--- src/design/nsci_pkg.sv ---
// ----------------------------------------------------------------------------
// nsci_pkg
// Types, constants and helpers of the Newton-Schulz complex inverse unit.
// ----------------------------------------------------------------------------
package nsci_pkg;

   // matrix geometry
   localparam int DIM    = 8;
   localparam int IDX_W  = 3;
   localparam int DATA_W = 32;
   localparam int CPLX_W = 2 * DATA_W;
   localparam int FRAC_W = 24;

   // accumulator width: sixteen floored terms of about 40 bits each
   localparam int ACC_W  = 48;

   // token counter: element index k and part of the complex product
   localparam int CNT_W  = IDX_W + 2;
   // norm step counter: element index and real or imaginary half
   localparam int NRM_W  = IDX_W + 1;

   // square root unit
   localparam int SQRT_STEPS = 32;
   localparam int SQRT_CNT_W = 5;
   localparam int REM_W      = 35;

   localparam logic signed [ACC_W-1:0] ONE_ACC = ACC_W'(64'd1 << FRAC_W);

   // commands
   localparam logic [1:0] CMD_LOAD_A = 2'd0;
   localparam logic [1:0] CMD_LOAD_X = 2'd1;
   localparam logic [1:0] CMD_START  = 2'd2;
   localparam logic [1:0] CMD_SPARE  = 2'd3;

   // result status
   localparam logic [1:0] STAT_CONVERGED = 2'd0;
   localparam logic [1:0] STAT_LIMIT     = 2'd1;
   localparam logic [1:0] STAT_UNSTABLE  = 2'd2;

   // register indexes
   localparam logic [1:0] CSR_TOLERANCE   = 2'd0;
   localparam logic [1:0] CSR_FLUCTUATION = 2'd1;
   localparam logic [1:0] CSR_LIMIT       = 2'd2;

   // parts of one complex term, in feed order
   localparam logic [1:0] PART_RR = 2'd0;
   localparam logic [1:0] PART_II = 2'd1;
   localparam logic [1:0] PART_RI = 2'd2;
   localparam logic [1:0] PART_IR = 2'd3;

   typedef struct packed {
      logic [DATA_W-1:0] re;
      logic [DATA_W-1:0] im;
   } cplx_type;

   typedef cplx_type [DIM-1:0] row_type;

   // one beat handed along the cell chain
   typedef struct packed {
      logic              valid;
      logic              head;
      logic              tail;
      logic [1:0]        part;
      logic [DATA_W-1:0] a;
      row_type           qrow;
   } token_type;

   typedef struct packed {
      logic     done;
      cplx_type value;
   } cell_res_type;

   typedef struct packed {
      logic [DIM-1:0]   wr_lane;
      logic [IDX_W-1:0] wr_addr;
      logic             rd_en;
      logic [IDX_W-1:0] rd_addr;
   } ram_ctl_type;

   // sign extension of a data word to accumulator width
   function automatic logic signed [ACC_W-1:0] ext_acc(input logic [DATA_W-1:0] v);
      ext_acc = {{(ACC_W-DATA_W){v[DATA_W-1]}}, v};
   endfunction

   // saturate an accumulator value to a data word
   function automatic logic [DATA_W-1:0] sat32(input logic signed [ACC_W-1:0] v);
      logic [ACC_W-DATA_W:0] upper;
      upper = v[ACC_W-1:DATA_W-1];
      if ((&upper) || !(|upper)) begin
         sat32 = v[DATA_W-1:0];
      end else if (v[ACC_W-1]) begin
         sat32 = {1'b1, {(DATA_W-1){1'b0}}};
      end else begin
         sat32 = {1'b0, {(DATA_W-1){1'b1}}};
      end
   endfunction

endpackage

--- src/design/nsci_row_ram.sv ---
// ----------------------------------------------------------------------------
// nsci_row_ram
// Matrix store, one row per word, lane write enables and a registered read.
// ----------------------------------------------------------------------------
module nsci_row_ram (
   input  logic                  clock,
   input  nsci_pkg::ram_ctl_type ctl,
   input  nsci_pkg::row_type     wr_data,
   output nsci_pkg::row_type     rd_data
);
   import nsci_pkg::*;

   row_type mem [DIM];
   row_type rd_data_ff;

   // lane writes
   always_ff @(posedge clock) begin
      for (int lane = 0; lane < DIM; lane++) begin
         if (ctl.wr_lane[lane]) begin
            mem[ctl.wr_addr][lane] <= wr_data[lane];
         end
      end
   end

   // registered read, held between reads
   always_ff @(posedge clock) begin
      if (ctl.rd_en) begin
         rd_data_ff <= mem[ctl.rd_addr];
      end
   end

   assign rd_data = rd_data_ff;

endmodule

--- config.mk ---
export PLATFORM = sky130hd
export DESIGN_NAME = nsci_row_ram
export DESIGN_NICKNAME = d
export VERILOG_FILES = /design/src/design/nsci_pkg.sv /design/src/design/nsci_row_ram.sv
export SDC_FILE = /design/constraint.sdc
export NUM_CORES = 2
export LEC_CHECK = 0
export BUFFER_PORTS_ARGS = -buffer_cell sky130_fd_sc_hd__clkbuf_2
export CAP_MARGIN = 20
export CORE_MARGIN = 1
export CORE_UTILIZATION = 49
export DETAILED_ROUTE_END_ITERATION = 8
export PLACE_DENSITY = 0.69
export SETUP_SLACK_MARGIN = 0.2
export SLEW_MARGIN = 40
export SYNTH_ARGS = -nofsm -noshare
export SYNTH_HDL_FRONTEND = slang
export SYNTH_SLANG_ARGS = --single-unit
--- constraint.sdc ---
create_clock -name clock -period 2.73 [get_ports clock]
set_clock_uncertainty 0.1 [all_clocks]
set_input_delay 0.1365 -clock clock [delete_from_list [all_inputs] [get_ports clock]]
set_output_delay 0.1365 -clock clock [all_outputs]
set_load 0.01 [all_outputs]
# After elaboration in Yosys (flattened, before gate mapping)
# Memories as Yosys holds them, arrays and structs flattened. A register that Yosys moved wholly into a read port is not among the register bits.
# Index checks and enable logic that the tools add are counted.
word_totals:
  ff_bits: 0
  ramBits: 4096
  input_bits: 528
  output_inout_bits: 512
  word_cells: 17
  n_memories: 1
op_classes:
  muxes: 16
mem_list:
  columns: ["name", "words", "width", "rd", "rd_clocked_by_memory_dff", "wr", "line_no", "rtl"]
  rows:
  - ["mem", 8, 512, 1, 1, 1, "nsci_row_ram.sv:13", "row_type mem [DIM];"]
op_table:
  columns: ["operator", "count"]
  rows:
  - ["$mux 1", 16]

# Depth between registers and ports, before layout
logic_depth:
  ltp_word: 2
  mapped_depth: 6
  depth_no_buf: 2

# Worst setup path after synthesis
# OpenSTA, ideal clock, no wires.
synth_timing:
  kind: "input port to flip-flop"
  from: "in ctl[6] in the netlist's numbering"
  to: "mem mem[1][0] in the netlist's numbering (enable)"
  setup_time_ps: 429
  t_arrival_ps: 2114
  required_time_ps: 2201
  setup_slack_ps: 87
  stages: 2
  n_path_buf: 0
  cell_sequence: "nor3b_1 and2_1"
synth_rtl:
  columns: ["item", "line_no", "rtl"]
  rows:
  - ["from (decl)", "nsci_row_ram.sv:7", "input nsci_pkg::ram_ctl_type ctl,"]
  - ["to (decl)", "nsci_row_ram.sv:13", null]
# Straight into the memory's write port.

# Final worst setup path
layout_timing:
  from: "in ctl[4] in the netlist's numbering"
  to: "mem mem[1][444] in the netlist's numbering (enable)"
# Straight into the memory's write port.

==> metrics.yaml <==
place:
  io_buffers: 1039
  gp_congestion: 0.802
  dp_cells: 12143
  placed_cell_area_um2: 184000
  hpwl_um: 248000
critical_path:
  slowest_delay_ns: 0.67
  r2r_slack_ns: 0.69
  path_delay_family: "buffers and inverters"
  crit_arrival_ns: 2.85
  r2r_cells: 3
  cp_max_fo: 8
  reg2reg_to: "rd_data[174]"
  required_ns: 3.31
  crit_chain: "dlygate4sd3_1 -> clkbuf_2 -> nor3b_2 -> dlygate4sd3_1 -> buf_4 -> and2_4 -> dlygate4sd3_1"
  worst_path_max_delay_cell: "dlygate4sd3_1"
  critPathLaunchType: "input port"
  reg2reg_from: "mem[1][174]"
  timing.critical_path.mode_cell: "dlygate4sd3_1"
  critPathCaptureType: "flop"
  critPathKind: "in -> reg"
  crit_cells: 7
  critical_path_buf_inv_count: 5
global_routing:
  antenna_found_initial: 115
  grt_pass1_wl_um: 584000
  grt_max_degree: 85
  grt_pass1_vias: 82878
  grt_usage_pct: 23.1
  grt-ovfl-total: 0
clocking:
  clk_path_buf_depth: 4
  cts_tree: "built"
  cts.clk_slew.worst_paths_ns: 0.06
  clock_latency_ns: 0.98
  cts_root_buffer: "clkbuf_16"
  cts.sink_count: 4608
  ctsHtreeMaxLevel: 5
  cts_buffers: 444
  postCtsSetupBuffers: 0
pwr:
  vdd_drop_max_mv: 0.764
  power_leakage_nw: 69.1
  p_total_mw: 152
  switching_share_pct: 21.3
  power.share.clock_pct: 39.8
  power.density_nw_per_um2: 728
  seqPwrFrac_pct: 53.8
  switching_power_mw: 32.3
  p_comb_share_pct: 6.4
  p_int_mw: 120
timing:
  period_minus_slack_ns: 2.27
  whs_ns: 0.0305
  setup_viol: 0
  finalHoldViolCount: 0
  worst_slew_pin_slew_ns: 0.792
  drv_slew: 0
  period_share_pct: 83.2
  max_slew_margin_pct: 47.2
  grt_setup_unrepaired: "false"
  tns_ns: 0
  fmax_mhz: 440
run_status:
  outcome: "complete, no violations"
detailed_routing:
  wl_per_cell_um: 28.8
  viasPerCell: 5.72
  firstDrtPassIters: 7
  ant_nets: 0
  drt-total-wl_um: 406000
  routed-via-count: 80656
  detail_route.iter0.violations: 8117
  drc: 0
floorplan:
  start_util_pct: 49.3
  die_y_um: 590
  rows: 215
  core_area_um2: 343000
  ioPinCount: 1040
  dieWidth_um: 590
  die_area_um2: 348000
hold_path:
  min_to: "mem[6][357]"
  hp-class: "in -> reg"
  min_from: "wr_data[357]"
  hold_depth: 2
synth:
  synthCells: 6501
  synth_top_cells_by_count: "4608 x edfxtp_1, 1024 x mux4_2, 512 x mux2_2"
  synth_edf_count: 4608
  synth_top_area_share_pct: 81.8
  synth_seq_cells: 4608
  yosysTopAreaCell: "edfxtp_1"
  syn_nets: 7029
  yosys.cell_types.count: 12
  synth_flop_cell: "edfxtp_1"
  yosys_warnings: 0
  avgSynthCellArea_um2: 26.0
  netlist_area_um2: 169000
  ys_seq_area_share_pct: 81.8
  synth_area_leaders: "edfxtp_1 82%, mux4_2 14%, mux2_2 3.4%"
  synth_most_common_cell: "edfxtp_1"
  async_reset_ff_share_pct: 0
layout:
  instances_no_fill: 14108
  final_nets: 9597
  final_area_um2: 209000
  drive_gt1_share_pct: 38.0
  area_growth_pct: 23.4
  nFillCells: 23138
run:
  max_cap_violations: 0
-- layout by cell type (no fill, tap or decap), drive strengths merged, types with 40 or more instances in the layout --
cell,Yosys,final
mux2,512,512
mux4,1024,1024
diode,0,103
clkbuf,132,1573
clkinv,0,215
and2,64,64
buf,153,335
dlygate4sd3,0,1037
bufinv,0,40
edfxtp,4608,4608
-- per-layer routing --
layer | vias to the layer above | global-route usage [%] | part of all wire, %
met5 | - | 0 | 0.11
met4 | 70 | 8.51 | 3.9
met3 | 772 | 5.74 | 9.1
met2 | 3529 | 36.6 | 48
met1 | 42869 | 31.4 | 39
li1 | 33416 | - | -
-- registers in the layout, summed over array words and instances, names as in the netlist --
register,cells
mem,4096
rd_data,512
-- what timing repair did --
action,4_1_cts,5_1_grt
endpoints found under the hold margin,8908,0
resized for setup,0,0
hold buffers,1037,0
-- final cells by class --
type / instances / area, µm² / area share (%)
Sequential cell: 4608 / 138000 / 66.3
Antenna cell: 103 / 258 / 0.123
Tap cell: 4557 / 5700 / 2.73
Clock buffer: 538 / 11500 / 5.52
Multi-Input combinational cell: 1608 / 29500 / 14.1
Clock inverter: 287 / 2860 / 1.37
Timing Repair Buffer: 2407 / 20600 / 9.85
-- cell families after synthesis --
family | synth area share, %
buffers and inverters | 0.890
and+or+nand+nor | 0.272
DFF | 81.8
muxes | 17.0
-- worst reg2reg max path: stages (launching register included) --
cell	delay, ns
edfxtp_1	0.38
mux4_2	0.46
dlygate4sd3_1	0.58
mux2_2	0.28
-- stage by stage --
stage / util, % / setup slack, ns
3_3_place_gp: 53.5 / 0.470
4_1_cts: 60.7 / 0.484
2_1_floorplan: - / 0.250
5_1_grt: 60.8 / 0.393
3_5_place_dp: 53.5 / 0.437
6_report: 60.8 / 0.459
-- power groups by stage --
stage          combinational [mW]  clock [mW]  sequential (mW)
6_report                     9.76        60.4             81.7
5_1_grt                      10.3        63.9             81.9
4_1_cts                      9.84        61.3             81.7
2_1_floorplan                4.11           0             83.2
3_5_place_dp                 8.44           0             83.2
3_3_place_gp                 8.24           0             83.0
-- worst max-delay path by stage --
| stage | startpoint | end |
|---|---|---|
| after floorplan | ctl[6] | mem[3][0] |
| after global placement | ctl[0] | rd_data[402] |
| after detailed placement | ctl[0] | rd_data[263] |
| after CTS | ctl[5] | mem[2][164] |
| after global routing | ctl[4] | mem[1][444] |
| final | ctl[4] | mem[1][444] |
No activity file was read; power rests on OpenSTA's default activity.
