===== config.mk =====
export PLATFORM = sky130hd
export DESIGN_NAME = nsci_sqrt
export DESIGN_NICKNAME = d
export VERILOG_FILES = /design/src/design/nsci_pkg.sv /design/src/design/nsci_sqrt.sv
export SDC_FILE = /design/constraint.sdc
export NUM_CORES = 1
export LEC_CHECK = 0
export ABC_AREA = 1
export BUFFER_PORTS_ARGS = -buffer_cell sky130_fd_sc_hd__buf_2
export CAP_MARGIN = 20
export CORE_ASPECT_RATIO = 2
export CORE_UTILIZATION = 45
export DETAILED_ROUTE_END_ITERATION = 16
export PLACE_DENSITY = 0.71
export SETUP_SLACK_MARGIN = 0.4
export SYNTH_ARGS = -nofsm -noshare
export SYNTH_HDL_FRONTEND = slang
export SYNTH_SLANG_ARGS = --single-unit

===== constraint.sdc =====
create_clock -name clock -period 12.58 [get_ports clock]
set_input_delay 0.629 -clock clock [delete_from_list [all_inputs] [get_ports clock]]
set_output_delay 0.629 -clock clock [all_outputs]
set_load 0.02 [all_outputs]

===== src/design/nsci_pkg.sv =====
// ----------------------------------------------------------------------------
// nsci_pkg
// Types, constants and helpers of the Newton-Schulz complex inverse unit.
// ----------------------------------------------------------------------------
package nsci_pkg;

   // matrix geometry
   localparam int DIM    = 8;
   localparam int IDX_W  = 3;
   localparam int DATA_W = 32;
   localparam int CPLX_W = 2 * DATA_W;
   localparam int FRAC_W = 24;

   // accumulator width: sixteen floored terms of about 40 bits each
   localparam int ACC_W  = 48;

   // token counter: element index k and part of the complex product
   localparam int CNT_W  = IDX_W + 2;
   // norm step counter: element index and real or imaginary half
   localparam int NRM_W  = IDX_W + 1;

   // square root unit
   localparam int SQRT_STEPS = 32;
   localparam int SQRT_CNT_W = 5;
   localparam int REM_W      = 35;

   localparam logic signed [ACC_W-1:0] ONE_ACC = ACC_W'(64'd1 << FRAC_W);

   // commands
   localparam logic [1:0] CMD_LOAD_A = 2'd0;
   localparam logic [1:0] CMD_LOAD_X = 2'd1;
   localparam logic [1:0] CMD_START  = 2'd2;
   localparam logic [1:0] CMD_SPARE  = 2'd3;

   // result status
   localparam logic [1:0] STAT_CONVERGED = 2'd0;
   localparam logic [1:0] STAT_LIMIT     = 2'd1;
   localparam logic [1:0] STAT_UNSTABLE  = 2'd2;

   // register indexes
   localparam logic [1:0] CSR_TOLERANCE   = 2'd0;
   localparam logic [1:0] CSR_FLUCTUATION = 2'd1;
   localparam logic [1:0] CSR_LIMIT       = 2'd2;

   // parts of one complex term, in feed order
   localparam logic [1:0] PART_RR = 2'd0;
   localparam logic [1:0] PART_II = 2'd1;
   localparam logic [1:0] PART_RI = 2'd2;
   localparam logic [1:0] PART_IR = 2'd3;

   typedef struct packed {
      logic [DATA_W-1:0] re;
      logic [DATA_W-1:0] im;
   } cplx_type;

   typedef cplx_type [DIM-1:0] row_type;

   // one beat handed along the cell chain
   typedef struct packed {
      logic              valid;
      logic              head;
      logic              tail;
      logic [1:0]        part;
      logic [DATA_W-1:0] a;
      row_type           qrow;
   } token_type;

   typedef struct packed {
      logic     done;
      cplx_type value;
   } cell_res_type;

   typedef struct packed {
      logic [DIM-1:0]   wr_lane;
      logic [IDX_W-1:0] wr_addr;
      logic             rd_en;
      logic [IDX_W-1:0] rd_addr;
   } ram_ctl_type;

   // sign extension of a data word to accumulator width
   function automatic logic signed [ACC_W-1:0] ext_acc(input logic [DATA_W-1:0] v);
      ext_acc = {{(ACC_W-DATA_W){v[DATA_W-1]}}, v};
   endfunction

   // saturate an accumulator value to a data word
   function automatic logic [DATA_W-1:0] sat32(input logic signed [ACC_W-1:0] v);
      logic [ACC_W-DATA_W:0] upper;
      upper = v[ACC_W-1:DATA_W-1];
      if ((&upper) || !(|upper)) begin
         sat32 = v[DATA_W-1:0];
      end else if (v[ACC_W-1]) begin
         sat32 = {1'b1, {(DATA_W-1){1'b0}}};
      end else begin
         sat32 = {1'b0, {(DATA_W-1){1'b1}}};
      end
   endfunction

endpackage


===== src/design/nsci_sqrt.sv =====
// ----------------------------------------------------------------------------
// nsci_sqrt
// Integer square root of a 64-bit value, two radicand bits per cycle.
// ----------------------------------------------------------------------------
module nsci_sqrt (
   input  logic                        clock,
   input  logic                        reset,
   input  logic                        start,
   input  logic [nsci_pkg::CPLX_W-1:0] radicand,
   output logic                        done,
   output logic [nsci_pkg::DATA_W-1:0] root
);
   import nsci_pkg::*;

   logic [CPLX_W-1:0]     rad_ff;
   logic [REM_W-1:0]      rem_ff;
   logic [DATA_W-1:0]     root_ff;
   logic [SQRT_CNT_W-1:0] cnt_ff;
   logic                  busy_ff;
   logic                  done_ff;
   logic [REM_W-1:0]      rem_sh;
   logic [REM_W-1:0]      trial;
   logic                  ge;

   // one digit of the restoring square root
   assign rem_sh = {rem_ff[REM_W-3:0], rad_ff[CPLX_W-1 -: 2]};
   assign trial  = {1'b0, root_ff, 2'b01};
   assign ge     = rem_sh >= trial;

   always_ff @(posedge clock) begin
      if (reset) begin
         busy_ff <= 1'b0;
         done_ff <= 1'b0;
      end else begin
         done_ff <= 1'b0;
         if (start) begin
            busy_ff <= 1'b1;
            rad_ff  <= radicand;
            rem_ff  <= '0;
            root_ff <= '0;
            cnt_ff  <= '0;
         end else if (busy_ff) begin
            rad_ff  <= rad_ff << 2;
            rem_ff  <= ge ? rem_sh - trial : rem_sh;
            root_ff <= {root_ff[DATA_W-2:0], ge};
            cnt_ff  <= cnt_ff + SQRT_CNT_W'(1);
            if (cnt_ff == SQRT_CNT_W'(SQRT_STEPS - 1)) begin
               busy_ff <= 1'b0;
               done_ff <= 1'b1;
            end
         end
      end
   end

   assign done = done_ff;
   assign root = root_ff;

endmodule


Yosys cells after proc, flatten, opt, wreduce, memory -nomap -nowiden
Index checks and enable logic that the tools add are counted.
{ "classes": {"bitwise_logic": 2, "mux": 10, "addsub": 2, "n_reduce_logical": 3, "magnitude_cmp": 1, "n_eq_ne": 1} }
{ "op_table": {"columns": ["cell", "n"], "rows": [
  ["2-to-1 mux 64 bit", 2],
  ["2-to-1 mux 33 bit", 2],
  [">= comparator 35 x 34 -> 1 bit", 1],
  ["subtractor 33 bit", 1],
  ["2-to-1 mux 32 bit", 1],
  ["adder 5 x 1 -> 5 bit, second input constant", 1],
  ["equality test 5 bit, second input constant", 1],
  ["2-to-1 mux 5 bit", 1],
  ["2-to-1 mux 1 bit", 4],
  ["OR reduction 3 bit", 1],
  ["NOT 1 bit", 2],
  ["AND reduction 2 bit", 1],
  ["nonzero test 2 bit", 1]
]} }
{ "totals": {"inputBits": 67, "regBits": 136, "elab_cells": 25, "out_inout_bits": 33} }

Longest topological paths before layout
{ "logic_depth": {"ltp_word": 4, "ltp_mapped": 16, "depth_no_buf": 16} }

Least setup slack after synthesis
OpenSTA, ideal clock, no wires.
{ "synth_timing": {"path_kind": "input to register", "from": "input start", "to": "register cnt_ff[0] (enable)", "path_stages": 4, "arrival_time_ns": 7.512, "setup_ns": 0.675, "slack_ns": 4.393, "t_required_ns": 11.905, "path_buffers": 2, "path_cell_list": "clkbuf_1 -> inv_1 -> clkbuf_1 -> a21oi_1"} }
{ "synth_between": {"elab_chain_len": 2} }
{ "synth_lines": {"columns": ["element", "line_no", "source"], "rows": [
  ["start: declaration", "nsci_sqrt.sv:8", "input logic start,"],
  ["nonzero test 2 bit (no source line)", null, null],
  ["AND reduction 2 bit (no source line)", null, null],
  ["end signal: assignment", "nsci_sqrt.sv:46", "cnt_ff <= cnt_ff + SQRT_CNT_W'(1);"],
  ["end: declaration", "nsci_sqrt.sv:18", "logic [SQRT_CNT_W-1:0] cnt_ff;"]
]} }
Every way passes these cells.
A chain may end at the register's enable or synchronous reset.

Final worst setup path
{ "layout_timing": {"from": "input start", "to": "register rem_ff[4] (enable)"} }
{ "layout_between": {"elab_chain_len": 2} }
{ "layout_lines": {"columns": ["element", "line_no", "source"], "rows": [
  ["nonzero test 2 bit (no source line)", null, null],
  ["AND reduction 2 bit (no source line)", null, null],
  ["end signal: assignment", "nsci_sqrt.sv:44", "rem_ff <= ge ? rem_sh - trial : rem_sh;"],
  ["end: declaration", "nsci_sqrt.sv:16", "logic [REM_W-1:0] rem_ff;"]
]} }
Every way passes these cells.

==> out/qor.csv <==
stage;metric;value;unit
outcome;status;complete, no violations;
clock_network;clock-pin slew on the worst setup and hold paths;0.06;ns
hold_path;Hold Crit Class;in -> reg;
timing;Slew @ Worst Pin;1.002;ns
critical_path;CP startpoint;start;
timing;fin. max-slew vios;0;
placed_design;IO Port Bufs;99;
critical_path;critical path arrival;2.92;ns
finish;proportion of layout cells with a drive suffix above 1;0.1564;
clock_network;CTS tree;done;
critical_path;reg-to-reg slack, setup;9.96;ns
grt;initial antenna violation count;0;
detailed_routing;DR DRC count;0;
grt;grt ovf;0;
grt;vias in the first global route;7031;
critical_path;startpoint class of the critical path;primary input;
critical_path;Crit Path Category;in -> reg;
flow_run;total of max-cap violations;0;
detailed_routing;mean routed wirelength per cell;13.49;um
finish;Final #Nets;1318;
die;Die W;99.54;um
clock_network;clock tree sinks;136;
yosys;sequential-to-total area share from yosys stat;0.4746;
clock_network;cts bufs inserted;17;
critical_path;crit path max fanout;80;
critical_path;Setup crit end;rem_ff[4]$_SDFFCE_PP0P_;
yosys;Gate Count Post-Synth;1122;
grt;global-route wire length before repair;32640;um
finish;commonest non-fill, non-tap cells in the layout;nand2_1 (492), inv_1 (160), edfxtp_1 (134), nor2_1 (111), buf_2 (98);
clock_network;Hold Buf Count CTS;0;
die;die area;0.01962;mm2
grt;Total GRT Usage;0.2180;
critical_path;R2R Path Start;root[8]$_SDFFCE_PP0P_;
die;Vert. Die Dim;197.1;um
yosys;yosys warns;0;
critical_path;R2R Path End;rem_ff[26]$_SDFFCE_PP0P_;
placed_design;GPL Wtd Cong;0.9258;
clock_network;CTS resizes;0;
yosys;synthesis-stage register bit count;136;
timing;Period minus WS final;2.883;ns
critical_path;Crit. End Element;flip-flop;
placed_design;DP HPWL;14880;um
clock_network;htree depth;4;
finish;filler cell count;1838;
pwr;pwr dens;138.9;mW/mm2
timing;final setup fails;0;
detailed_routing;antenna-violating nets left;0;
timing;Hold Fails Final Rpt;0;
timing;final worst slack;9.697;ns
finish;leading cell type in the layout, fill and taps excluded;nand2_1;
placed_design;dpl ws;9.187;ns
timing;setup tns final;0;ns
detailed_routing;vias;6992;
clock_network;Worst-Skew Late Latency;0.42;ns
critical_path;worst r2r path cells;15;
detailed_routing;DR vias/cell;4.715;
finish;antenna diode count;0;
detailed_routing;first drt pass iteration count;6;
timing;Final Skew;0.007849;ns
die;CORE AREA;0.01874;mm2
clock_network;Clock Path Buffers;2;
yosys;Netlist cell types;33;
yosys;Post-Syn Area per Cell;7.631;um2
die;IO Count;100;
finish;Layout area overhead;14.93;%
die;initial core utilization;0.4568;
detailed_routing;final wirelength;20000;um
timing;normalized max-slew margin;0.3303;
pwr;P_leak;5.005;nW
timing;FMAX;346.8;MHz
timing;RSZ-0062 raised after global routing;false;
grt;largest net degree at the start of global routing;84;
pwr;Worst VDD drop;0.09721;mV
timing;hold_ws;0.4464;ns
detailed_routing;number of DRC markers in iteration 0;284;
yosys;Post-Syn Nets;1225;
critical_path;WP data required;12.62;ns
clock_network;postcts setup bufs;0;
clock_network;CTS root buf;clkbuf_16;
die;row count;71;
yosys;Cell Area, Synth;0.008562;mm2
timing;period utilization;0.2292;
==> worst min path at each step <==
stage | start | endpoint | depth (start not counted)
floorplan | busy_ff$_SDFF_PP0_ | done$_SDFF_PP0_ | 2
global placement | rad_ff[41]$_DFFE_PP_ | rad_ff[43]$_DFFE_PP_ | 2
detailed placement | rad_ff[53]$_DFFE_PP_ | rad_ff[55]$_DFFE_PP_ | 2
CTS | reset | done$_SDFF_PP0_ | 2
global route | reset | done$_SDFF_PP0_ | 2
finish | reset | done$_SDFF_PP0_ | 2
==> synthesized netlist by cell type, drive strengths merged <==
| cell | n | share of area |
|---|---|---|
| clkbuf | 17 | 0.0075 |
| nand3 | 34 | 0.022 |
| nand2 | 512 | 0.23 |
| xnor2 | 4 | 0.0041 |
| o21ai | 1 | 0.00058 |
| ha | 36 | 0.053 |
| xor2 | 10 | 0.010 |
| nand4 | 4 | 0.0029 |
| a21o | 2 | 0.0018 |
| and2 | 6 | 0.0044 |
| nor3 | 7 | 0.0047 |
| edfxtp | 134 | 0.47 |
| dfxtp | 2 | 0.0047 |
| nor4 | 2 | 0.0032 |
| inv | 173 | 0.076 |
| a21oi | 37 | 0.028 |
| o21a | 1 | 0.00088 |
| nor2 | 118 | 0.055 |
| buf | 12 | 0.011 |
| nand3b | 10 | 0.0088 |
==> routing by layer <==
metal  global-route usage  up-vias  share of wire
met2               0.4149      173           0.55
met1               0.2161     3095           0.37
met3              0.03609       49          0.033
met4               0.1302        0          0.050
li1                     -     3675              -
met5                    0        -              0
==> cell type report <==
type	instances	area, um2	share of cell area
flip-flops and latches	136	4064	0.4130
multi-input cells	784	3702	0.3762
inverters	173	649.4	0.06599
repair buffers	103	528.0	0.05366
clock buffers	18	429.2	0.04361
well taps	255	319.1	0.03242
clock inverters	14	148.9	0.01513
==> worst max-delay path, stage by stage <==
cell and delay, ns:
buf_4 0.42, inv_2 0.10, a21oi_4 0.81, buf_4 0.90
==> through the flow <==
step	std cells	power [mW]	area [um2]	utilization
final	1483	1.367	9841	0.5250
after floorplan	1122	0.8100	8562	-
after global placement	1451	0.8778	9263	0.4942
after detailed placement	1451	0.8826	9263	0.4942
after global routing	1483	1.439	9841	0.5250
after CTS	1483	1.380	9841	0.5250
==> state kept, by name, summed over array words and instances, names as in the netlist <==
name	cells
root	32
rad_ff	64
rem_ff	33
done	1
cnt_ff	5
busy_ff	1
==> kinds of logic after synthesis <==
kind of cell,synth area share
flip-flops,0.4746
adder cells (fa/ha/maj),0.05261
AND/OR/NAND/NOR,0.3332
buffers and inverters,0.09426
AO/OA/AOI/OAI,0.03098
XOR/XNOR,0.01432
==> where the power goes <==
| part | switching (mW) | internal [mW] |
|---|---|---|
| registers | 0.0145 | 0.543 |
| logic | 0.210 | 0.105 |
| clock network | 0.201 | 0.293 |
No activity file was read; power rests on OpenSTA's default activity.
