--- config.mk ---
export PLATFORM = sky130hd
export DESIGN_NAME = nsci_cell
export DESIGN_NICKNAME = d
export VERILOG_FILES = /design/src/design/nsci_pkg.sv /design/src/design/nsci_cell.sv
export SDC_FILE = /design/constraint.sdc
export NUM_CORES = 2
export LEC_CHECK = 0
export BUFFER_PORTS_ARGS = -buffer_cell sky130_fd_sc_hd__buf_2
export CORE_AREA = 2 2 459 461
export CTS_BUF_LIST = sky130_fd_sc_hd__clkbuf_16
export CTS_CLUSTER_DIAMETER = 30
export CTS_CLUSTER_SIZE = 25
export DETAILED_ROUTE_END_ITERATION = 7
export DIE_AREA = 0 0 461 463
export GPL_TIMING_DRIVEN = 0
export HOLD_SLACK_MARGIN = 0.05
export PLACE_DENSITY = 0.55
export SYNTH_ARGS = -nofsm -noshare
export SYNTH_HDL_FRONTEND = slang
export SYNTH_SLANG_ARGS = --single-unit
--- constraint.sdc ---
create_clock -name clock -period 17.3 [get_ports clock]
set_input_delay 3.46 -clock clock [delete_from_list [all_inputs] [get_ports clock]]
set_output_delay 3.46 -clock clock [all_outputs]
set_load 0.02 [all_outputs]
--- src/design/nsci_pkg.sv ---
// ----------------------------------------------------------------------------
// nsci_pkg
// Types, constants and helpers of the Newton-Schulz complex inverse unit.
// ----------------------------------------------------------------------------
package nsci_pkg;

   // matrix geometry
   localparam int DIM    = 8;
   localparam int IDX_W  = 3;
   localparam int DATA_W = 32;
   localparam int CPLX_W = 2 * DATA_W;
   localparam int FRAC_W = 24;

   // accumulator width: sixteen floored terms of about 40 bits each
   localparam int ACC_W  = 48;

   // token counter: element index k and part of the complex product
   localparam int CNT_W  = IDX_W + 2;
   // norm step counter: element index and real or imaginary half
   localparam int NRM_W  = IDX_W + 1;

   // square root unit
   localparam int SQRT_STEPS = 32;
   localparam int SQRT_CNT_W = 5;
   localparam int REM_W      = 35;

   localparam logic signed [ACC_W-1:0] ONE_ACC = ACC_W'(64'd1 << FRAC_W);

   // commands
   localparam logic [1:0] CMD_LOAD_A = 2'd0;
   localparam logic [1:0] CMD_LOAD_X = 2'd1;
   localparam logic [1:0] CMD_START  = 2'd2;
   localparam logic [1:0] CMD_SPARE  = 2'd3;

   // result status
   localparam logic [1:0] STAT_CONVERGED = 2'd0;
   localparam logic [1:0] STAT_LIMIT     = 2'd1;
   localparam logic [1:0] STAT_UNSTABLE  = 2'd2;

   // register indexes
   localparam logic [1:0] CSR_TOLERANCE   = 2'd0;
   localparam logic [1:0] CSR_FLUCTUATION = 2'd1;
   localparam logic [1:0] CSR_LIMIT       = 2'd2;

   // parts of one complex term, in feed order
   localparam logic [1:0] PART_RR = 2'd0;
   localparam logic [1:0] PART_II = 2'd1;
   localparam logic [1:0] PART_RI = 2'd2;
   localparam logic [1:0] PART_IR = 2'd3;

   typedef struct packed {
      logic [DATA_W-1:0] re;
      logic [DATA_W-1:0] im;
   } cplx_type;

   typedef cplx_type [DIM-1:0] row_type;

   // one beat handed along the cell chain
   typedef struct packed {
      logic              valid;
      logic              head;
      logic              tail;
      logic [1:0]        part;
      logic [DATA_W-1:0] a;
      row_type           qrow;
   } token_type;

   typedef struct packed {
      logic     done;
      cplx_type value;
   } cell_res_type;

   typedef struct packed {
      logic [DIM-1:0]   wr_lane;
      logic [IDX_W-1:0] wr_addr;
      logic             rd_en;
      logic [IDX_W-1:0] rd_addr;
   } ram_ctl_type;

   // sign extension of a data word to accumulator width
   function automatic logic signed [ACC_W-1:0] ext_acc(input logic [DATA_W-1:0] v);
      ext_acc = {{(ACC_W-DATA_W){v[DATA_W-1]}}, v};
   endfunction

   // saturate an accumulator value to a data word
   function automatic logic [DATA_W-1:0] sat32(input logic signed [ACC_W-1:0] v);
      logic [ACC_W-DATA_W:0] upper;
      upper = v[ACC_W-1:DATA_W-1];
      if ((&upper) || !(|upper)) begin
         sat32 = v[DATA_W-1:0];
      end else if (v[ACC_W-1]) begin
         sat32 = {1'b1, {(DATA_W-1){1'b0}}};
      end else begin
         sat32 = {1'b0, {(DATA_W-1){1'b1}}};
      end
   endfunction

endpackage

--- src/design/nsci_cell.sv ---
// ----------------------------------------------------------------------------
// nsci_cell
// One product cell: multiplies the passing operand by its column element,
// accumulates one complex result and hands the beat to its neighbor.
// ----------------------------------------------------------------------------
module nsci_cell (
   input  logic                   clock,
   input  logic                   reset,
   input  nsci_pkg::token_type    tok_in,
   output nsci_pkg::token_type    tok_out,
   output nsci_pkg::cell_res_type res
);
   import nsci_pkg::*;

   token_type               tok_ff;
   logic signed [CPLX_W-1:0] prod_ff;
   logic signed [ACC_W-1:0]  sr_ff;
   logic signed [ACC_W-1:0]  si_ff;
   logic signed [ACC_W-1:0]  sr_in;
   logic signed [ACC_W-1:0]  si_in;
   logic signed [ACC_W-1:0]  base_r;
   logic signed [ACC_W-1:0]  base_i;
   logic signed [ACC_W-1:0]  term;
   logic [DATA_W-1:0]        b_sel;
   logic                     done_ff;

   // column operand for this part of the complex term
   always_comb begin
      unique case (tok_in.part)
         PART_RR, PART_IR: b_sel = tok_in.qrow[0].re;
         PART_II, PART_RI: b_sel = tok_in.qrow[0].im;
      endcase
   end

   // beat register and product register
   always_ff @(posedge clock) begin
      if (reset) begin
         tok_ff.valid <= 1'b0;
         done_ff      <= 1'b0;
      end else begin
         tok_ff  <= tok_in;
         done_ff <= tok_ff.valid && tok_ff.tail;
      end
      prod_ff <= $signed(tok_in.a) * $signed(b_sel);
   end

   // floored product term
   assign term = ACC_W'(prod_ff >>> FRAC_W);

   // accumulate
   always_comb begin
      base_r = tok_ff.head ? '0 : sr_ff;
      base_i = tok_ff.head ? '0 : si_ff;
      sr_in  = sr_ff;
      si_in  = si_ff;
      if (tok_ff.valid) begin
         sr_in = base_r;
         si_in = base_i;
         unique case (tok_ff.part)
            PART_RR:          sr_in = base_r + term;
            PART_II:          sr_in = base_r - term;
            PART_RI, PART_IR: si_in = base_i + term;
         endcase
      end
   end

   always_ff @(posedge clock) begin
      sr_ff <= sr_in;
      si_ff <= si_in;
   end

   // pass the beat on, column row moved down by one element
   always_comb begin
      tok_out      = tok_ff;
      tok_out.qrow = row_type'(tok_ff.qrow >> CPLX_W);
   end

   assign res.done     = done_ff;
   assign res.value.re = sat32(sr_ff);
   assign res.value.im = sat32(si_ff);

endmodule

Word-level counts from Yosys, hierarchy flattened
Index checks and enable logic that the tools add are counted.
{"block": "word_totals", "output_inout_bits": 614, "reg_bits": 646, "inputBits": 551, "word_cells": 56}
{"block": "classes", "mul": 1, "n_addsub": 3, "n_eq_ne": 6, "n_reduce_logical": 14, "muxes": 9}
{"cell": "two-way mux 48 bit", "n": 3}
{"cell": "two-way mux 32 bit", "n": 4}
{"cell": "adder 48 x 40 -> 48 bit", "n": 2}
{"cell": "one-hot mux 48 bit (2 select lines)", "n": 1}
{"cell": "multiplier 32 x 32 -> 64 bit", "n": 1}
{"cell": "one-hot mux 32 bit (2 select lines)", "n": 1}
{"cell": "subtractor 48 x 40 -> 48 bit", "n": 1}
{"cell": "AND reduction 17 bit", "n": 2}
{"cell": "OR reduction 17 bit", "n": 2}
{"cell": "equality test 2 bit (second input constant)", "n": 4}
{"cell": "OR reduction 2 bit", "n": 3}
{"cell": "equality test 2 x 1 -> 1 bit (second input constant)", "n": 2}
{"cell": "zero test 2 bit", "n": 2}
{"cell": "zero test 1 bit", "n": 2}
{"cell": "logical OR 1 bit", "n": 2}
{"cell": "logical AND 1 bit", "n": 1}

Longest topological paths before layout
{"block": "logic_depth", "word_depth": 4, "depth_mapped": 33, "mapped_depth_nobuf": 30}

Worst setup path before layout
OpenSTA, ideal clock, no wires.
{"block": "synth_timing", "kind": "in2reg", "from": "input reset", "to": "register done_ff", "path_stages": 2, "path_slack_ps": 3597, "setup_ps": 113, "required_ps": 17187, "arrival_time_ps": 13590, "path_buffers": 0, "cell_sequence": "inv_1 > and3_1"}
{"item": "start: declaration", "line": "nsci_cell.sv:8", "text": "input logic reset,"}
{"item": "end signal: assignment", "line": "nsci_cell.sv:42", "text": "done_ff <= tok_ff.valid && tok_ff.tail;"}
{"item": "end: declaration", "line": "nsci_cell.sv:25", "text": "logic done_ff;"}
No word-level cell between the ends.

Final worst setup path
{"block": "layout_timing", "from": "input tok_in[545] in the netlist's numbering", "to": "register prod_ff[61]"}
{"block": "layout_via", "elab_chain_len": 4, "word_cells_on_any_way": 8, "classes_between": "mul (1); eq/ne (3); mux (1); reduce/logical (3)"}
{"item": "start: declaration", "line": "nsci_cell.sv:9", "text": "input nsci_pkg::token_type tok_in,"}
{"item": "equality test 2 x 1 -> 1 bit, or another cell as far along", "line": "nsci_cell.sv:29", "text": "unique case (tok_in.part)"}
{"item": "OR reduction 2 bit", "line": "nsci_cell.sv:29"}
{"item": "one-hot mux 32 bit (2 select lines) (*)", "line": "nsci_cell.sv:29"}
{"item": "multiplier 32 x 32 -> 64 bit (*)", "line": "nsci_cell.sv:44", "text": "prod_ff <= $signed(tok_in.a) * $signed(b_sel);"}
{"item": "end signal: assignment", "line": "nsci_cell.sv:44"}
{"item": "end: declaration", "line": "nsci_cell.sv:16", "text": "logic signed [CPLX_W-1:0] prod_ff;"}
Mark *: on every way between the ends. The rest lies on a longest branch, timed or not.
A chain may end at the register's enable or synchronous reset.

==> impl_metrics.json <==
{
  "fp.dieW_microns": 461,
  "fin_tns_setup_ps": 0,
  "worst_pin_slew_ps": 1460,
  "finalCritPeriodShare_pct": 86.3,
  "cts_buffer_depth": 3,
  "placedCellCount": 9683,
  "drt-wirelength-per-cell_microns": 36.7,
  "synth_ff_type": "edfxtp_1",
  "status": "complete, no violations",
  "seq_area_frac_synth_pct": 29.0,
  "io_pins": 1165,
  "holdWs_ps": 540,
  "rows": 168,
  "ys_top_cells_by_area": "fa_1, edfxtp_1, inv_1",
  "multi_input_area_sq_um": 39700,
  "grt_pass1_vias": 52006,
  "fillerInstances": 21031,
  "report.final.slew_viol_count": 0,
  "cts_buffers": 192,
  "worstSkewPairLatency_ps": 860,
  "cp_slowest_cell": "xor2_2",
  "cp_top_family": "adder cells",
  "required_ps": 17980,
  "drive_gt1_share_pct": 21.9,
  "ys_seq_elements": 622,
  "critPathMaxStageDelay_ps": 1120,
  "final_cells": 10187,
  "min_period_ps": 14930,
  "start_util_pct": 30.1,
  "cts_resized": 0,
  "grt_overflow": 0,
  "fin_skew_ps": 98.7,
  "yosysTopAreaCell": "fa_1",
  "seq_area_sq_um": 18300,
  "async_reset_ff_share_pct": 0,
  "critPathKind": "in -> reg",
  "wl_mm": 373,
  "syn_avg_cell_area_sq_um": 11.0,
  "relSlewSlack_pct": 2.48,
  "place_congestion": 1.02,
  "reg2reg_setup_slack_ps": 10660,
  "cp.arrival_ps": 15610,
  "final_nets": 8981,
  "rsz0062_at_grt": "false",
  "via_count": 51399,
  "drt_iter0_markers": 5264,
  "remaining_drc_errors": 0,
  "io_buffers": 1100,
  "critical_path.max_fanout": 10,
  "worst-path-buf-inv": 11,
  "grt_pass1_wl_mm": 483,
  "area_delta_synth_final_pct": 26.5,
  "routed_via_density": 5.05,
  "synth_edf_count": 580,
  "worstSetupStartpointType": "input port",
  "synth_top_area_share_pct": 34.5,
  "numClockSinks": 622,
  "cts-root-buf": "clkbuf_16",
  "die_y_microns": 463,
  "yosysWarnings": 0,
  "synth_area_sq_um": 62900,
  "cts_tree": "built",
  "setup_viol": 0,
  "yosysUniqueCellTypes": 79,
  "core_sq_um": 209000,
  "endpoint_kind": "register",
  "track_usage_pct": 34.5,
  "clk_pin_slew_worst_paths_ps": 50,
  "post_cts_buffers": 0,
  "crit_top_cell": "fa_1",
  "min_path_type": "reg -> reg",
  "drt-pass1-iter-count": 5,
  "max_cap_viol_count": 0,
  "fp.dieArea_sq_um": 213000,
  "cts_hold_buffers": 0,
  "grt_max_degree": 126,
  "max_freq_ghz": 0.0670,
  "hold_viol": 0,
  "ant_nets": 0,
  "syn_inst": 5708,
  "htree_levels": 4,
  "antenna_found_initial": 108,
  "hpwl_mm": 317
}
-- registers in the layout, indices dropped and copies added (netlist names) --
name     count
prod_ff     40
done_ff      1
sr_ff       48
si_ff       48
tok_out    485
-- cells by family after synthesis --
family | count (synthesis) | synth area share, %
simple gates | 1537 | 12.5
fa+ha+maj | 1358 | 40.0
buf+inv | 1317 | 8.25
flops | 622 | 29.0
compound gates | 611 | 6.28
xor+xnor | 179 | 2.51
mux | 83 | 1.47
other cells | 1 | 0.00597
-- cell usage in the layout, fill, tap and decap left out, types with 19 or more instances in the layout --
cell type  instances
and2_1           281
clkinv_2          35
mux2_2            64
clkbuf_1         264
dfxtp_1           41
nand4_1           31
conb_1            64
diode_2          143
nor3_1            28
a21o_1            89
o21bai_1          25
nand3_1           35
inv_1           1004
o21a_1            84
buf_4             65
xor2_1            68
fa_1            1082
clkinv_1          27
ha_1             275
o21ai_0           95
edfxtp_1         580
nor2_1           131
clkbuf_16        193
bufinv_16         34
nor2b_1          341
xnor2_1          110
nand2_1          579
nand2b_1          33
a21oi_1          192
buf_2           1100
and3_1            19
-- metal layers --
layer | track usage (%) | wire, microns | share of wire, %
met1 | 41.6 | 142000 | 38
met2 | 49.9 | 156000 | 42
met4 | 28.0 | 36500 | 9.8
met5 | 0 | 396 | 0.11
met3 | 11.3 | 38200 | 10
-- area by class of cell --
| class | count | area share (%) |
|---|---|---|
| multi-input combinational | 3832 | 49.9 |
| sequential | 622 | 23.0 |
| timing repair buffer | 1107 | 7.13 |
| clock buffer | 193 | 6.07 |
| inverter | 983 | 4.65 |
| tap | 2805 | 4.41 |
| clock inverter | 168 | 2.59 |
| buffer | 334 | 1.88 |
| antenna | 143 | 0.450 |
-- metrics by stage --
step                worst slack [ps]  cell area (sq um)  util [%]
global route                    2050              79300      38.0
global placement               -2160              72100      34.6
CTS                             2170              79200      38.0
finish                          2370              79500      38.1
floorplan                       3600              63100         -
detailed placement              1270              72300      34.7
-- synth_stat cells, drive strengths merged (7+ instances only) --
cell type and instances:
a211oi 11, a21o 89, a21oi 195, a31o 7, a31oi 18, and2 281
and3 19, buf 69, clkbuf 265, dfxtp 42, edfxtp 580, fa 1083
ha 275, inv 983, mux2 64, mux2i 19, nand2 579, nand2b 34
nand3 36, nand4 31, nor2 132, nor2b 341, nor3 28, nor4 18
o211ai 8, o21a 84, o21ai 97, o21bai 25, o31ai 20, o41ai 8
or2 9, or3 7, xnor2 110, xor2 69
-- worst paths after layout --
kind,depth (start not counted),from,endpoint
min,1,tok_out[546]$_DFFE_PN_,done_ff$_SDFF_PP0_
max reg2reg,17,tok_out[545]$_DFFE_PN_,sr_ff[39]$_DFFE_PP_
min reg2reg,1,tok_out[546]$_DFFE_PN_,done_ff$_SDFF_PP0_
max,34,tok_in[545],prod_ff[61]$_DFF_P_
Power is left out: the tool's default activity adds up to more than one toggle a clock period on the data nets, which glitch-free logic cannot reach.
